==> src/rtl/e2r_pkg.sv <==
`timescale 1ns / 1ps
// ----------------------------------------------------------------------------
// e2r_pkg
// shared types, constants and the cordic arctangent table
// ----------------------------------------------------------------------------
package e2r_pkg;

  localparam int CQ        = 24;
  localparam int STEPS     = 24;
  localparam int FRAC_BITS = 16;
  localparam int ANGLE_W   = 20;
  localparam int OUT_W     = 18;
  localparam int THR_W     = 8;
  localparam int ZW        = 28;
  localparam int XW        = 27;

  localparam logic signed [ZW-1:0] PI_Q      = 28'sd52707179;
  localparam logic signed [ZW-1:0] TWO_PI_Q  = 28'sd105414357;
  localparam logic signed [ZW-1:0] HALF_PI_Q = 28'sd26353589;
  localparam logic signed [XW-1:0] GAIN_Q    = 27'sd10188014;

  localparam logic [1:0] MODE_ZYX = 2'd0;
  localparam logic [1:0] MODE_ZXY = 2'd1;
  localparam logic [1:0] MODE_XYZ = 2'd2;

  typedef struct packed {
    logic signed [XW-1:0] x;
    logic signed [XW-1:0] y;
    logic signed [ZW-1:0] z;
    logic                 neg;
  } e2r_rot_t;

  function automatic logic signed [ZW-1:0] atan_q24(input int i);
    case (i)
      0: atan_q24 = 28'sd13176795;
      1: atan_q24 = 28'sd7778716;
      2: atan_q24 = 28'sd4110060;
      3: atan_q24 = 28'sd2086331;
      4: atan_q24 = 28'sd1047214;
      5: atan_q24 = 28'sd524117;
      6: atan_q24 = 28'sd262123;
      7: atan_q24 = 28'sd131069;
      default: atan_q24 = (i < STEPS) ? ZW'(28'sd1 <<< (24 - i)) : '0;
    endcase
  endfunction

endpackage

==> src/rtl/e2r_cordic_cell.sv <==
`timescale 1ns / 1ps
// ----------------------------------------------------------------------------
// e2r_cordic_cell
// one cordic micro-rotation stage for three angles, registered
// ----------------------------------------------------------------------------
module e2r_cordic_cell #(
  parameter int STEP = 0
) (
  input  logic                  clk,
  input  logic                  en,
  input  e2r_pkg::e2r_rot_t     rot_in  [3],
  output e2r_pkg::e2r_rot_t     rot_out [3]
);

  e2r_pkg::e2r_rot_t rot_nxt [3];

  always_comb begin
    for (int k = 0; k < 3; k++) begin
      rot_nxt[k].neg = rot_in[k].neg;
      if (!rot_in[k].z[e2r_pkg::ZW-1]) begin
        rot_nxt[k].x = rot_in[k].x - (rot_in[k].y >>> STEP);
        rot_nxt[k].y = rot_in[k].y + (rot_in[k].x >>> STEP);
        rot_nxt[k].z = rot_in[k].z - e2r_pkg::atan_q24(STEP);
      end else begin
        rot_nxt[k].x = rot_in[k].x + (rot_in[k].y >>> STEP);
        rot_nxt[k].y = rot_in[k].y - (rot_in[k].x >>> STEP);
        rot_nxt[k].z = rot_in[k].z + e2r_pkg::atan_q24(STEP);
      end
    end
  end

  always_ff @(posedge clk) begin
    if (en) begin
      rot_out <= rot_nxt;
    end
  end

endmodule

==> config.mk <==
export PLATFORM = sky130hd
export DESIGN_NAME = e2r_cordic_cell
export DESIGN_NICKNAME = d
export VERILOG_FILES = /design/src/rtl/e2r_pkg.sv /design/src/rtl/e2r_cordic_cell.sv
export SDC_FILE = /design/constraint.sdc
export NUM_CORES = 1
export LEC_CHECK = 0
export BUFFER_PORTS_ARGS = -buffer_cell sky130_fd_sc_hd__buf_2
export CAP_MARGIN = 20
export CORE_MARGIN = 5
export CORE_UTILIZATION = 35
export DETAILED_ROUTE_END_ITERATION = 16
export SLEW_MARGIN = 10
export SYNTH_ARGS = -nofsm -noshare
export SYNTH_HDL_FRONTEND = slang
export SYNTH_SLANG_ARGS = --single-unit
==> constraint.sdc <==
create_clock -name clk -period 3.45 [get_ports clk]
set_input_delay 0 -clock clk [delete_from_list [all_inputs] [get_ports clk]]
set_output_delay 0 -clock clk [all_outputs]
set_load 0.05 [all_outputs]
======== Word level (Yosys, flattened, before mapping) ========
Index checks and enable logic that the tools add are counted.
Widths: inputs -> output; s select.
operators by class
  add/sub/neg operators ................... 15
  mux-type cells .......................... 3
operator list
  cell                    count
  $mux 82                 3
  $sub 27x27->27          6
  $add 28x25->28 const B  3
  $sub 28x25->28 const B  3
  $add 27x27->27          3
word-level totals
  register bits after elaboration ......... 249
  input port bits ......................... 251
  output and inout bits ................... 249
  logic and storage cells ................. 30

======== Longest topological paths before layout ========
  depth in word-level cells ............... 2
  gate-level depth with buffers ........... 15
  mapped depth without buffers ............ 13

======== Least setup slack after synthesis ========
Ideal clock, no wire load.
  kind .................................... in2reg
  start ................................... input rot_in[28] (netlist name)
  end ..................................... register rot_out[27] (netlist name), data pin
  setup time .............................. 0.259 ns
  arrival ................................. 3.103 ns
  required time ........................... 3.191 ns
  slack ................................... 0.088 ns
  cell stages on the path ................. 14
  buffers on the path ..................... 2
  cells stage by stage .................... inv_1 > clkbuf_1 > buf_1 > ha_1 > nor2b_1 > o21a_1 > o21ai_0 > a21oi_1 > o211ai_1 > o31ai_1 > a311oi_1 > o211ai_1 > o211ai_1 > xnor2_1
RTL lines
  element                 RTL line               source
  start: declaration      e2r_cordic_cell.sv:11  input e2r_pkg::e2r_rot_t rot_in [3],
  end signal: assignment  e2r_cordic_cell.sv:34  rot_out <= rot_nxt;
  end: declaration        e2r_cordic_cell.sv:12  output e2r_pkg::e2r_rot_t rot_out [3]

==> flow_summary.ini <==
[detailed_routing]
ant_nets = 0
routed_via_density = 5.26
vias = 21800
wl_um = 78300
first_pass_iters = 5
drc = 0
routedWlPerCell_um = 18.9
drt-initial-drc-count = 1721

[timing]
fmax_mhz = 301
fin_ws_ns = 0.123
setup-tns-final_ns = 0
tightest_slew_ns = 0.812
report.final.slew_viol_count = 0
post-route-period-util = 0.964
hold_viol_final = 6
setup_viol = 0
rsz0062_at_grt = no
slew_headroom = 0.459
holdWs_ns = -0.00237
post-route-min-period_ns = 3.33

[synthesis]
synth-main-ff-cell = edfxtp_1
syn_nets = 3233
async_reset_ff_frac = 0
synth_area_um2 = 23500
yosys_warnings = 0
synth-edff-count = 246
yosys.cell_types.count = 79
synth_cells = 2658
synth.avg_cell_area_um2 = 8.86
yosysSeqAreaShare = 0.314
ys_ff_latch = 246

[worst_setup_path]
cp.required_ns = 3.73
crit_type = primary input to register
critPathMaxStageDelay_ns = 0.58
cpMaxStageDelayCell = dlygate4sd3_1
critPathMostFrequentCell = a21oi_1
cp.depth = 15
crit_chain = dlygate4sd3_1 > buf_2 > inv_1 > ha_1 > fa_1 > nor2b_1 > o2111ai_1 > a31o_2 > a21oi_1 > a21oi_1 > a21oi_1 > nand4_1 > a21oi_1 > nand3_1 > xor2_1
crit_path_max_fanout = 3
arrival_ns = 3.61
critPathBufInv = 3
crit_family = compound AO/OA/AOI/OAI gates
critical_path.endpoint_type = register
start_kind = primary input

[layout]
syn2layout_area_growth_pct = 24.0
reg_top3 = rot_out: 246 flops
final_common_cell = buf_2
fill_cells = 6677
drive_above_1_share = 0.199
final_util = 0.436
regMostFlops = rot_out
largest_reg_flops = 246
fin_area_um2 = 29200
nets = 3811
layout_common_cells = 498 x buf_2, 312 x ha_1, 306 x a21oi_1

[global_routing]
antenna_found_initial = 28
grt-ovfl-total = 0
grt_pass1_vias = 21500
grt_max_degree = 91
gr-usage-all-layers = 0.203
grt_pass1_wl_um = 121000

[floorplan]
rows = 95
die_h_um = 269
coreArea_um2 = 66900
die-area_um2 = 72500
io_pins = 500
initial_core_util = 0.352
die_w_um = 269

[pwr]
p_per_area_nw_per_um2 = 454
power.leakage_nw = 13.3
vdd_drop_max_mv = 0.382

[placement]
post_dp_cell_area_um2 = 27200
hpwlAfterDp_um = 62300
io_buffers = 499
place.gp.congestion = 0.922
dp_slack_ns = 0.0141

[hold_path]
hold_path_end = rot_out[166]
min_delay_path_depth = 1
min_from = en
hold_class = primary input to register

[clock_network]
cts_setup_buffers = 0
cts_root_buf = clkbuf_16
cts_sinks = 246
clock_path_buffers = 3
htreeDepth = 2
numCtsBuffers = 34
path_clk_slew_ns = 0.05
cts_tree = built

[run]
max-cap-violations = 0

[outcome]
violations = negative hold slack
outcome = complete, but fails checks
-- worst max-delay path by stage --
stage,slack [ns],start,end
after floorplan,0.09,rot_in[28],rot_out[27]
after global placement,0.05,rot_in[196],rot_out[220]
after detailed placement,0.01,rot_in[196],rot_out[220]
after CTS,0.06,rot_in[85],rot_out[111]
after global routing,0.007,rot_in[139],rot_out[132]
final,0.12,rot_in[56],rot_out[82]
-- synthesized netlist by cell type (all sizes together) (7+ instances only) --
master / n / area share
a2111oi: 12 / 0.0047
a211o: 8 / 0.0030
a211oi: 31 / 0.010
a21boi: 12 / 0.0038
a21o: 95 / 0.030
a21oi: 309 / 0.066
a221oi: 8 / 0.0030
a31o: 8 / 0.0030
a31oi: 26 / 0.0069
and2: 11 / 0.0029
and3: 14 / 0.0037
buf: 29 / 0.0057
clkbuf: 79 / 0.013
edfxtp: 246 / 0.31
fa: 12 / 0.010
ha: 312 / 0.17
inv: 257 / 0.041
mux2i: 36 / 0.015
nand2: 116 / 0.018
nand2b: 28 / 0.0074
nand3: 26 / 0.0055
nand3b: 7 / 0.0022
nand4: 30 / 0.0080
nor2: 223 / 0.036
nor2b: 37 / 0.0098
nor3: 48 / 0.010
nor4: 11 / 0.0029
o211ai: 28 / 0.0089
o21a: 28 / 0.0089
o21ai: 173 / 0.037
o21bai: 49 / 0.016
o31a: 9 / 0.0033
o31ai: 16 / 0.0051
o41ai: 9 / 0.0033
or2: 7 / 0.0019
or3: 16 / 0.0045
xnor2: 173 / 0.064
xor2: 48 / 0.018
-- routing by layer --
layer / GRT usage / vias to the layer above / routed length (µm)
met5: 0 / - / 197
met4: 0.0580 / 32 / 2050
met3: 0.0525 / 139 / 5770
met2: 0.345 / 727 / 36700
met1: 0.257 / 10200 / 33600
li1: - / 10700 / -
-- through the flow --
stage	std cells	hold WS, ns	power [mW]
after CTS	4135	0.00601	13.3
after global placement	3988	0.177	9.90
final	4145	-0.00237	13.2
after global routing	4143	0.0208	13.9
after floorplan	2658	0.0989	8.27
after detailed placement	3988	0.179	9.90
-- kinds of logic (layout without fill, tap and decap cells) --
group                      after synthesis  after routing  synth area share
buffers and inverters                  367            971            0.0597
other                                    0             10                 0
DFF                                    246            246             0.314
muxes                                   37             37            0.0158
adders and majority gates              324            324             0.176
xor gates and xnor gates               221            221            0.0822
AOI/OAI and AO/OA                      872            872             0.233
and+or+nand+nor                        591            591             0.119
-- where the power goes --
part	switching, mW	internal, mW	total (mW)
sequential	0.160	3.97	4.13
combinational	4.06	1.80	5.87
clock	1.42	1.83	3.25
total	5.65	7.60	13.2
-- final cells by class --
type / count / area (µm²) / area share
clock inverters: 22 / 136 / 0.00467
flip-flops and latches: 246 / 7390 / 0.253
multi-input cells: 2045 / 14800 / 0.508
inverters: 259 / 972 / 0.0333
well taps: 873 / 1090 / 0.0374
diodes: 10 / 25.0 / 0.000858
repair buffers: 650 / 3880 / 0.133
clock buffers: 40 / 873 / 0.0299
-- timing repair --
item,in CTS,in global routing
resized for setup,0,16
endpoints found under the hold margin,83,0
hold buffers,85,0
endpoints found under the setup margin,0,14
(Power assumes the default switching activity.)
